$ cat src/glpd_cell.sv
// Window cell of the peak detector: holds one neighbor sample and tests the
// center against it. No dependencies.
`timescale 1ns / 1ps
`default_nettype none

module glpd_cell #(
  parameter int WIDTH = 16
) (
  input  logic                    clk,
  input  logic                    advance,
  input  logic signed [WIDTH-1:0] d,
  input  logic signed [WIDTH-1:0] center,
  output logic signed [WIDTH-1:0] q,
  output logic                    center_gt
);

  // shift in the neighbor value once per transaction
  always_ff @(posedge clk) begin
    if (advance) begin
      q <= d;
    end
  end

  assign center_gt = center > q;

endmodule : glpd_cell

`default_nettype wire

$ cat src/glpd_window.sv
// Neighborhood window of the peak detector: center register, left and upper
// cells, and the right and lower compares. Depends on glpd_cell.
`timescale 1ns / 1ps
`default_nettype none

module glpd_window #(
  parameter int WIDTH = 16
) (
  input  logic                    clk,
  input  logic                    advance,
  input  logic signed [WIDTH-1:0] right,
  input  logic signed [WIDTH-1:0] upper_in,
  input  logic signed [WIDTH-1:0] lower,
  output logic signed [WIDTH-1:0] center,
  output logic                    center_max
);

  logic signed [WIDTH-1:0] left_q;
  logic signed [WIDTH-1:0] upper_q;
  logic                    left_gt;
  logic                    upper_gt;

  // center takes the prefetched right neighbor, left takes the old center
  always_ff @(posedge clk) begin
    if (advance) begin
      center <= right;
    end
  end

  glpd_cell #(.WIDTH(WIDTH)) u_left_cell (
    .clk       (clk),
    .advance   (advance),
    .d         (center),
    .center    (center),
    .q         (left_q),
    .center_gt (left_gt)
  );

  glpd_cell #(.WIDTH(WIDTH)) u_upper_cell (
    .clk       (clk),
    .advance   (advance),
    .d         (upper_in),
    .center    (center),
    .q         (upper_q),
    .center_gt (upper_gt)
  );

  assign center_max = left_gt && upper_gt && (center > right) && (center > lower);

endmodule : glpd_window

`default_nettype wire

$ cat config.mk
export PLATFORM = sky130hd
export DESIGN_NAME = glpd_window
export DESIGN_NICKNAME = d
export VERILOG_FILES = /design/src/glpd_cell.sv /design/src/glpd_window.sv
export SDC_FILE = /design/constraint.sdc
export NUM_CORES = 1
export LEC_CHECK = 0
export BUFFER_PORTS_ARGS = -buffer_cell sky130_fd_sc_hd__buf_4
export CORE_UTILIZATION = 59
export CTS_CLUSTER_SIZE = 10
export DETAILED_ROUTE_END_ITERATION = 8
export GPL_TIMING_DRIVEN = 1
export PLACE_DENSITY = 0.86
export SETUP_SLACK_MARGIN = 0.15
export SKIP_LAST_GASP = 1
export SYNTH_ARGS = -nofsm -noshare
export SYNTH_HDL_FRONTEND = slang
export SYNTH_SLANG_ARGS = --single-unit
$ cat constraint.sdc
create_clock -name clk -period 4 [get_ports clk]
set_input_delay 1 -clock clk [delete_from_list [all_inputs] [get_ports clk]]
set_output_delay 1 -clock clk [all_outputs]
set_load 0.01 [all_outputs]
==> flow_summary.html, run 1 <==
<table>
<tr><th>Metric</th><th>Value</th></tr>
<tr><th colspan="2">Pwr</th></tr>
<tr><td>Power density relative to cell area</td><td>between 300 and 400 nW/um^2</td></tr>
<tr><td>Worst IR drop on VDD</td><td>between 200 and 250 uV</td></tr>
<tr><td>Leakage power of the design</td><td>approximately 1.9 nW</td></tr>
<tr><th colspan="2">STA</th></tr>
<tr><td>Minimum clock period after layout</td><td>approximately 3800 ps</td></tr>
<tr><td>RSZ-0062 raised after global routing</td><td>yes</td></tr>
<tr><td>Slew at the pin closest to its max-slew limit</td><td>slightly below 600 ps</td></tr>
<tr><td>Relative slew margins</td><td>0.602</td></tr>
<tr><td>Clk_skew</td><td>roughly 7.5 ps</td></tr>
<tr><td>Summed negative setup slack over all endpoints</td><td>0 ps</td></tr>
<tr><td>Total of endpoints with negative setup slack in the final report</td><td>0</td></tr>
<tr><td>Peak Freq</td><td>between 200 and 300 MHz</td></tr>
<tr><td>Final hold violation count</td><td>0</td></tr>
<tr><td>Max-slew violation count</td><td>0</td></tr>
<tr><td>Final period util</td><td>0.955</td></tr>
<tr><th colspan="2">Synth</th></tr>
<tr><td>Flop and latch count out of synthesis</td><td>48</td></tr>
<tr><td>Share of Yosys cell area claimed by the top area cell type</td><td>0.465</td></tr>
<tr><td>Library cell occupying the most area in the post-synthesis netlist</td><td>sky130_fd_sc_hd__edfxtp_1</td></tr>
<tr><td>Mapped Nets</td><td>slightly below 400</td></tr>
<tr><td>Area contributors post-synth</td><td>sky130_fd_sc_hd__edfxtp_1 (46%), sky130_fd_sc_hd__ha_1 (26%), sky130_fd_sc_hd__inv_1 (7.5%), sky130_fd_sc_hd__nand4_1 (3.4%), sky130_fd_sc_hd__a21oi_1 (3.2%)</td></tr>
<tr><td>Most frequently used flop master after synthesis</td><td>sky130_fd_sc_hd__edfxtp_1</td></tr>
<tr><td>Cell Area, Synth</td><td>slightly above 3000 sq um</td></tr>
<tr><td>Number of enable flip-flop cells after synthesis</td><td>48</td></tr>
<tr><td>Synthesis warning total</td><td>0</td></tr>
<tr><td>Fraction of the yosys area taken by sequential cells</td><td>0.465</td></tr>
<tr><td>Fraction of synthesis flops using an asynchronous set or reset pin</td><td>0</td></tr>
<tr><td>Number of library cell types mapped by synthesis</td><td>32</td></tr>
<tr><td>Gate count after technology mapping</td><td>~270</td></tr>
<tr><td>Mean post-synth cell area</td><td>between 10 and 15 sq um</td></tr>
<tr><th colspan="2">Detailed routing</th></tr>
<tr><td>Via Count</td><td>~2,300</td></tr>
<tr><td>Total Wirelength</td><td>6.41 mm</td></tr>
<tr><td>Violation count after the first detailed-routing iteration</td><td>111</td></tr>
<tr><td>Total iterations of the first detailed-routing run</td><td>4</td></tr>
<tr><td>Post-DR wirelength/cell</td><td>between 15 and 20 microns</td></tr>
<tr><td>Detail Route Antenna Nets</td><td>0</td></tr>
<tr><td>Average vias per placed instance</td><td>around 5.6</td></tr>
<tr><td>Remaining design rule violation count</td><td>0</td></tr>
<tr><th colspan="2">Outcome</th></tr>
<tr><td>Result of the run</td><td>finished, final reports clean</td></tr>
<tr><th colspan="2">Final layout</th></tr>
<tr><td>Post-layout utilization of the core</td><td>0.757</td></tr>
<tr><td>Design Area, Final</td><td>roughly 3800 sq um</td></tr>
<tr><td>Final antenna diode count</td><td>0</td></tr>
<tr><td>Share of layout cells above drive strength 1</td><td>0.240</td></tr>
<tr><td>Layout area overhead</td><td>23.8%</td></tr>
<tr><td>Final #Nets</td><td>460</td></tr>
<tr><th colspan="2">Setup path</th></tr>
<tr><td>Crit path required time</td><td>3000 ps</td></tr>
<tr><td>Critical Path Fanout Max</td><td>2</td></tr>
<tr><td>CP Launch Type</td><td>input port</td></tr>
<tr><td>R2R Setup Slk</td><td>about 3200 ps</td></tr>
<tr><td>Sort of element at the end of the critical path</td><td>output port</td></tr>
<tr><td>WP data arrival</td><td>roughly 2800 ps</td></tr>
<tr><td>Crit Path Category</td><td>input port to output port</td></tr>
<tr><th colspan="2">Die</th></tr>
<tr><td>Die X</td><td>about 74 microns</td></tr>
<tr><td>Top-Level Pins</td><td>67</td></tr>
<tr><td>Core area</td><td>5070 sq um</td></tr>
<tr><td>Vertical die dimension</td><td>between 70 and 80 microns</td></tr>
<tr><td>Number of standard-cell rows in the floorplan</td><td>26</td></tr>
<tr><td>Initial core utilization</td><td>0.611</td></tr>
<tr><td>Area of the die</td><td>roughly 5500 sq um</td></tr>
<tr><th colspan="2">Global routing</th></tr>
<tr><td>Number of global-route vias before repair</td><td>between 2,000 and 2,500</td></tr>
<tr><td>Wire length of the first global-routing pass</td><td>a little over 10 mm</td></tr>
<tr><td>Antenna violations before repair</td><td>0</td></tr>
<tr><td>Total track usage</td><td>0.250</td></tr>
<tr><td>Met3 demand-to-capacity share in global routing</td><td>0.0488</td></tr>
<tr><td>Congestion Overflow GR</td><td>0</td></tr>
<tr><td>Fraction of met1 tracks used by global routing</td><td>0.293</td></tr>
<tr><td>Busiest layer in global routing</td><td>met2</td></tr>
<tr><td>Global routing met2 resource utilization</td><td>0.446</td></tr>
<tr><td>Maximum number of pins on one net before global-route repair</td><td>between 40 and 50</td></tr>
<tr><th colspan="2">Clock network</th></tr>
<tr><td>Cts bufs inserted</td><td>5</td></tr>
<tr><td>Clock root buffer</td><td>sky130_fd_sc_hd__clkbuf_8</td></tr>
<tr><td>Clock transition at the register clock pins on the worst setup and hold paths after CTS</td><td>80 ps</td></tr>
<tr><td>Clock tree from TritonCTS</td><td>built</td></tr>
<tr><td>Maximum root-to-sink buffer count</td><td>2</td></tr>
<tr><td>Number of hold-repair buffers added at the cts stage</td><td>0</td></tr>
<tr><td>Count of H-tree levels built during CTS</td><td>2</td></tr>
<tr><td>Clock latency reported for the late side of the worst-skew pair</td><td>around 300 ps</td></tr>
<tr><td>CTS sink count</td><td>48</td></tr>
<tr><th colspan="2">Placement</th></tr>
<tr><td>Area post-placement</td><td>roughly 3700 sq um</td></tr>
<tr><td>Post-DP HPWL</td><td>about 4.9 mm</td></tr>
<tr><td>Number of port buffers</td><td>66</td></tr>
<tr><td>Last weighted congestion value of the routability-driven placer</td><td>between 0.8 and 0.9</td></tr>
<tr><th colspan="2">Min path</th></tr>
<tr><td>Hold WC Path Type</td><td>register to register</td></tr>
<tr><th colspan="2">Flow run</th></tr>
<tr><td>Max Cap Viol</td><td>0</td></tr>
</table>
through the flow:
stage | hold WS [ps] | setup WS (ps) | cells | power (W)
2_1_floorplan | 520 | 480 | 273 | 0.000797
3_3_place_gp | 462 | 148 | 409 | 0.000909
3_5_place_dp | 482 | 130 | 409 | 0.000925
4_1_cts | 503 | 156 | 416 | 0.00119
5_1_grt | 505 | 136 | 416 | 0.00127
6_report | 498 | 181 | 416 | 0.00121
synth_stat cells (3+ instances only):
master                      instances
sky130_fd_sc_hd__inv_1             62
sky130_fd_sc_hd__a21o_1             9
sky130_fd_sc_hd__edfxtp_1          48
sky130_fd_sc_hd__nand4_1           17
sky130_fd_sc_hd__a2111oi_0          3
sky130_fd_sc_hd__a211oi_1           3
sky130_fd_sc_hd__o21ai_0            4
sky130_fd_sc_hd__a21oi_1           20
sky130_fd_sc_hd__o211ai_1           3
sky130_fd_sc_hd__nor2b_1            4
sky130_fd_sc_hd__ha_1              64
sky130_fd_sc_hd__nor2_1             5
sky130_fd_sc_hd__nand2_1            8
layout by cell type (no fill, tap or decap), types with 2 or more instances in the layout:
cell type / instances
sky130_fd_sc_hd__ha_1: 61
sky130_fd_sc_hd__nand2_1: 8
sky130_fd_sc_hd__nand4_1: 17
sky130_fd_sc_hd__a21oi_1: 20
sky130_fd_sc_hd__a2111oi_0: 2
sky130_fd_sc_hd__a21o_1: 9
sky130_fd_sc_hd__inv_1: 61
sky130_fd_sc_hd__nor2b_1: 3
sky130_fd_sc_hd__o21ai_0: 4
sky130_fd_sc_hd__nor4_1: 2
sky130_fd_sc_hd__o211ai_1: 3
sky130_fd_sc_hd__clkbuf_8: 5
sky130_fd_sc_hd__edfxtp_1: 48
sky130_fd_sc_hd__nor2_1: 5
sky130_fd_sc_hd__mux2i_1: 2
sky130_fd_sc_hd__buf_4: 65
sky130_fd_sc_hd__o21ai_1: 2
sky130_fd_sc_hd__ha_4: 3
sky130_fd_sc_hd__a211oi_1: 3
sky130_fd_sc_hd__nand2b_1: 2
worst paths after layout:
check / depth (start not counted) / startpoint / end
min reg2reg: 0 / center[0] / u_left_cell.q[0]
min: 0 / center[0] / u_left_cell.q[0]
max: 10 / lower[1] / center_max
max reg2reg: 0 / center[15] / u_left_cell.q[15]
cells by family after synthesis:
| group | share of synthesized area |
|---|---|
| adders and majority gates | 0.258 |
| buffers and inverters | 0.0751 |
| AOI/OAI and AO/OA | 0.104 |
| DFF | 0.465 |
| and+or+nand+nor | 0.0912 |
| muxes | 0.00646 |
timing repair:
item	in CTS	in global routing
setup endpoints to repair	1	1
buffers inserted	0	0
pin swaps	0	6
resized for setup	2	11
flip-flops by register name, indices dropped and copies added, names as in the netlist:
register / flops
center: 16
u_left_cell.q: 16
u_upper_cell.q: 16
layout make-up:
type                       instances  area (sq um)
multi-input combinational        163          1500
sequential                        48          1440
fill                             358          1230
timing repair buffer              66           503
inverter                          62           235
tap                               70          87.6
clock buffer                       6          72.6
clock inverter                     1          5.00
per-layer routing:
metal / vias up / wire (microns)
li1: 1143 / -
met1: 1088 / 2630
met2: 77 / 3270
met3: 19 / 338
met4: 0 / 170
met5: - / 0
where the power goes:
group / internal [W] / leakage (nW) / total, W / switching (W)
Clock: 0.000119 / 0.0410 / 0.000270 / 0.000151
Combinational: 0.000151 / 1.36 / 0.000307 / 0.000156
Sequential: 0.000598 / 0.470 / 0.000630 / 0.0000326
worst max-delay path, cell delays in order:
cell	delay (ps)
sky130_fd_sc_hd__buf_8	70
sky130_fd_sc_hd__inv_4	30
sky130_fd_sc_hd__ha_4	260
sky130_fd_sc_hd__nor2b_4	130
sky130_fd_sc_hd__o211ai_1	140
sky130_fd_sc_hd__a2111o_1	450
sky130_fd_sc_hd__nand4_1	80
sky130_fd_sc_hd__nand4_1	150
sky130_fd_sc_hd__nor4_4	350
sky130_fd_sc_hd__buf_4	180
Note: power is estimated with default switching activity, not from simulation.
==> inputs of run 2 (changes only) <==
- CELL_PAD_IN_SITES_DETAIL_PLACEMENT: default -> 1
- CELL_PAD_IN_SITES_GLOBAL_PLACEMENT: default -> 2
- CORE_UTILIZATION: 59 -> 38
- PLACE_DENSITY: 0.86 -> default
- PLACE_DENSITY_LB_ADDON: default -> 0.1
- clock period: 4 -> 4.4 ns (I/O delays scaled with it)
==> flow_summary.html, run 2 (same netlist as run 1, synthesis figures left out) <==
<table>
<tr><th>Metric</th><th>Value</th></tr>
<tr><th colspan="2">Detailed routing</th></tr>
<tr><td>Remaining design rule violation count</td><td>0 (unchanged)</td></tr>
<tr><td>Routed wl met3</td><td>198 microns (was 338 microns)</td></tr>
<tr><td>Post-Route M1 WL</td><td>3.34 mm (was 2.63 mm)</td></tr>
<tr><td>Total iterations of the first detailed-routing run</td><td>4 (unchanged)</td></tr>
<tr><td>Post-DR wirelength/cell</td><td>15.2 microns (was 15.4 microns)</td></tr>
<tr><td>Average vias per placed instance</td><td>5.00 (was 5.59)</td></tr>
<tr><td>Via Count</td><td>2,242 (was 2,327)</td></tr>
<tr><td>Met2 WL post-DR</td><td>3.21 mm (was 3.27 mm)</td></tr>
<tr><td>Total Wirelength</td><td>6.82 mm (was 6.41 mm)</td></tr>
<tr><td>Highest routed layer</td><td>met4 (unchanged)</td></tr>
<tr><td>Violation count after the first detailed-routing iteration</td><td>61 (was 111)</td></tr>
<tr><td>Detail Route Antenna Nets</td><td>0 (unchanged)</td></tr>
<tr><th colspan="2">STA</th></tr>
<tr><td>Minimum clock period after layout</td><td>between 4000 and 5000 ps</td></tr>
<tr><td>Clk_skew</td><td>4.45 ps (was 7.54 ps)</td></tr>
<tr><td>Relative slew margins</td><td>0.584 (was 0.602)</td></tr>
<tr><td>Summed negative setup slack over all endpoints</td><td>0 ps (unchanged)</td></tr>
<tr><td>Peak Freq</td><td>around 250 MHz</td></tr>
<tr><td>Max-slew violation count</td><td>0 (unchanged)</td></tr>
<tr><td>Total of endpoints with negative setup slack in the final report</td><td>0 (unchanged)</td></tr>
<tr><td>Slew at the pin closest to its max-slew limit</td><td>624 ps (was 597 ps)</td></tr>
<tr><td>RSZ-0062 raised after global routing</td><td>no (was yes)</td></tr>
<tr><td>Final hold violation count</td><td>0 (unchanged)</td></tr>
<tr><td>Final period util</td><td>0.914</td></tr>
<tr><th colspan="2">Global routing</th></tr>
<tr><td>Number of global-route vias before repair</td><td>2,286 (was 2,323)</td></tr>
<tr><td>Total track usage</td><td>0.173 (was 0.250)</td></tr>
<tr><td>Congestion Overflow GR</td><td>0 (unchanged)</td></tr>
<tr><td>Antenna violations before repair</td><td>0 (unchanged)</td></tr>
<tr><td>Maximum number of pins on one net before global-route repair</td><td>49 (unchanged)</td></tr>
<tr><td>Wire length of the first global-routing pass</td><td>11.2 mm (was 10.2 mm)</td></tr>
<tr><th colspan="2">Die</th></tr>
<tr><td>Core area</td><td>7810 sq um (was 5070 sq um)</td></tr>
<tr><td>Number of standard-cell rows in the floorplan</td><td>32 (was 26)</td></tr>
<tr><td>Area of the die</td><td>8520 sq um (was 5550 sq um)</td></tr>
<tr><td>Top-Level Pins</td><td>67 (unchanged)</td></tr>
<tr><td>Vertical die dimension</td><td>92.3 microns (was 74.5 microns)</td></tr>
<tr><td>Initial core utilization</td><td>0.397 (was 0.611)</td></tr>
<tr><td>Die X</td><td>92.3 microns (was 74.5 microns)</td></tr>
<tr><th colspan="2">Setup path</th></tr>
<tr><td>Most numerous cell on the critical path</td><td>sky130_fd_sc_hd__buf_4 (was sky130_fd_sc_hd__nand4_1)</td></tr>
<tr><td>FF-to-FF path depth</td><td>0 (unchanged)</td></tr>
<tr><td>Crit path required time</td><td>3300 ps (was 3000 ps)</td></tr>
<tr><td>CP Launch Type</td><td>input port (unchanged)</td></tr>
<tr><td>CP Depth</td><td>10 (unchanged)</td></tr>
<tr><td>Slowest stage delay, CP</td><td>470 ps (was 450 ps)</td></tr>
<tr><td>Number of buffer and inverter stages on the critical path</td><td>3 (unchanged)</td></tr>
<tr><td>Crit Path Category</td><td>input port to output port (unchanged)</td></tr>
<tr><td>WP data arrival</td><td>2920 ps (was 2820 ps)</td></tr>
<tr><td>Sort of element at the end of the critical path</td><td>output port (unchanged)</td></tr>
<tr><td>Library cell contributing the largest single delay on the critical path</td><td>sky130_fd_sc_hd__a2111oi_0 (was sky130_fd_sc_hd__a2111o_1)</td></tr>
<tr><td>Critical Path Fanout Max</td><td>2 (unchanged)</td></tr>
<tr><td>Gate family responsible for the most delay along the worst path</td><td>compound AO/OA/AOI/OAI gates (was simple AND/OR/NAND/NOR gates)</td></tr>
<tr><td>Critical-path cell list</td><td>buf_4 -&gt; inv_1 -&gt; ha_1 -&gt; nor2b_1 -&gt; o211ai_1 -&gt; a2111oi_0 -&gt; nor3_2 -&gt; mux2i_1 -&gt; nor4_2 -&gt; buf_4 (was buf_8 -&gt; inv_4 -&gt; ha_4 -&gt; nor2b_4 -&gt; o211ai_1 -&gt; a2111o_1 -&gt; nand4_1 -&gt; nand4_1 -&gt; nor4_4 -&gt; buf_4)</td></tr>
<tr><th colspan="2">Final layout</th></tr>
<tr><td>Layout area overhead</td><td>22.6% (was 23.8%)</td></tr>
<tr><td>Leading cell types in the layout, fill and taps excluded</td><td>sky130_fd_sc_hd__buf_4 (66), sky130_fd_sc_hd__ha_1 (64), sky130_fd_sc_hd__inv_1 (62) (was sky130_fd_sc_hd__buf_4 (65), sky130_fd_sc_hd__inv_1 (61), sky130_fd_sc_hd__ha_1 (61))</td></tr>
<tr><td>Share of layout cells above drive strength 1</td><td>0.223 (was 0.240)</td></tr>
<tr><td>Largest registers in the final layout</td><td>center: 16 flops, u_left_cell.q: 16 flops, u_upper_cell.q: 16 flops (unchanged)</td></tr>
<tr><td>Final #Nets</td><td>460 (unchanged)</td></tr>
<tr><td>Leading cell type in the layout, fill and taps excluded</td><td>sky130_fd_sc_hd__buf_4 (unchanged)</td></tr>
<tr><td>Final antenna diode count</td><td>0 (unchanged)</td></tr>
<tr><th colspan="2">Clock network</th></tr>
<tr><td>Clock tree from TritonCTS</td><td>built (unchanged)</td></tr>
<tr><td>Count of H-tree levels built during CTS</td><td>2 (unchanged)</td></tr>
<tr><td>Number of hold-repair buffers added at the cts stage</td><td>0 (unchanged)</td></tr>
<tr><td>Post-CTS Setup Bufs</td><td>0 (unchanged)</td></tr>
<tr><td>Cts bufs inserted</td><td>5 (unchanged)</td></tr>
<tr><td>Clock root buffer</td><td>sky130_fd_sc_hd__clkbuf_8 (unchanged)</td></tr>
<tr><td>CTS sink count</td><td>48 (unchanged)</td></tr>
<tr><td>Maximum root-to-sink buffer count</td><td>2 (unchanged)</td></tr>
<tr><td># resized after CTS</td><td>0 (was 2)</td></tr>
<tr><td>Clock transition at the register clock pins on the worst setup and hold paths after CTS</td><td>80 ps (about the same)</td></tr>
<tr><td>Clock latency reported for the late side of the worst-skew pair</td><td>290 ps (was 300 ps)</td></tr>
<tr><th colspan="2">Pwr</th></tr>
<tr><td>Post-layout power</td><td>0.00108 W (was 0.00121 W)</td></tr>
<tr><td>Leakage power of the design</td><td>1.86 nW (was 1.87 nW)</td></tr>
<tr><td>Power density relative to cell area</td><td>284 nW/um^2 (was 315 nW/um^2)</td></tr>
<tr><td>Worst IR drop on VDD</td><td>153 uV (was 216 uV)</td></tr>
<tr><th colspan="2">Placement</th></tr>
<tr><td>Last weighted congestion value of the routability-driven placer</td><td>0.768 (was 0.866)</td></tr>
<tr><td>Number of port buffers</td><td>66 (unchanged)</td></tr>
<tr><td>Post-DP HPWL</td><td>5.46 mm (was 4.88 mm)</td></tr>
<tr><th colspan="2">Flow run</th></tr>
<tr><td>Max Cap Viol</td><td>0 (unchanged)</td></tr>
<tr><th colspan="2">Min path</th></tr>
<tr><td>Hold WC Path Type</td><td>register to register (unchanged)</td></tr>
<tr><td>Number of cells traversed by the worst hold path</td><td>0 (unchanged)</td></tr>
<tr><th colspan="2">Outcome</th></tr>
<tr><td>Result of the run</td><td>finished, final reports clean (unchanged)</td></tr>
</table>
## run 2: metal layers
metal  global-route usage  vias to the layer above
li1                     -                     1139
met1                0.234                     1058
met2                0.285                       40
met3               0.0287                        5
met4               0.0469                        0
met5                    0                        -
## run 2: area by class of cell
type,count,area (sq um)
well taps,102,128
clock inverters,1,5.00
repair buffers,66,495
multi-input cells,163,1430
flip-flops and latches,48,1440
clock buffers,6,72.6
fillers,892,4010
inverters,62,233
## run 2: final timing paths
kind               from           endpoint  slack [ps]
max            right[1]         center_max         380
min           center[0]   u_left_cell.q[0]         500
max reg2reg  center[13]  u_left_cell.q[13]        3580
min reg2reg   center[0]   u_left_cell.q[0]         500
## run 2: power breakdown
group	internal (W)	switching, W
sequential	0.000543	0.0000290
combinational	0.000128	0.000133
clock	0.000108	0.000138
## run 2: through the flow
stage / cell area (sq um) / setup WS [ps] / util / hold slack [ps] / cells
after floorplan: 3100 / 680 / - / 520 / 273
after global placement: 3720 / 321 / 0.477 / 474 / 441
after detailed placement: 3720 / 347 / 0.477 / 487 / 441
after CTS: 3800 / 334 / 0.487 / 507 / 448
after global routing: 3800 / 191 / 0.487 / 530 / 448
final: 3800 / 379 / 0.487 / 501 / 448
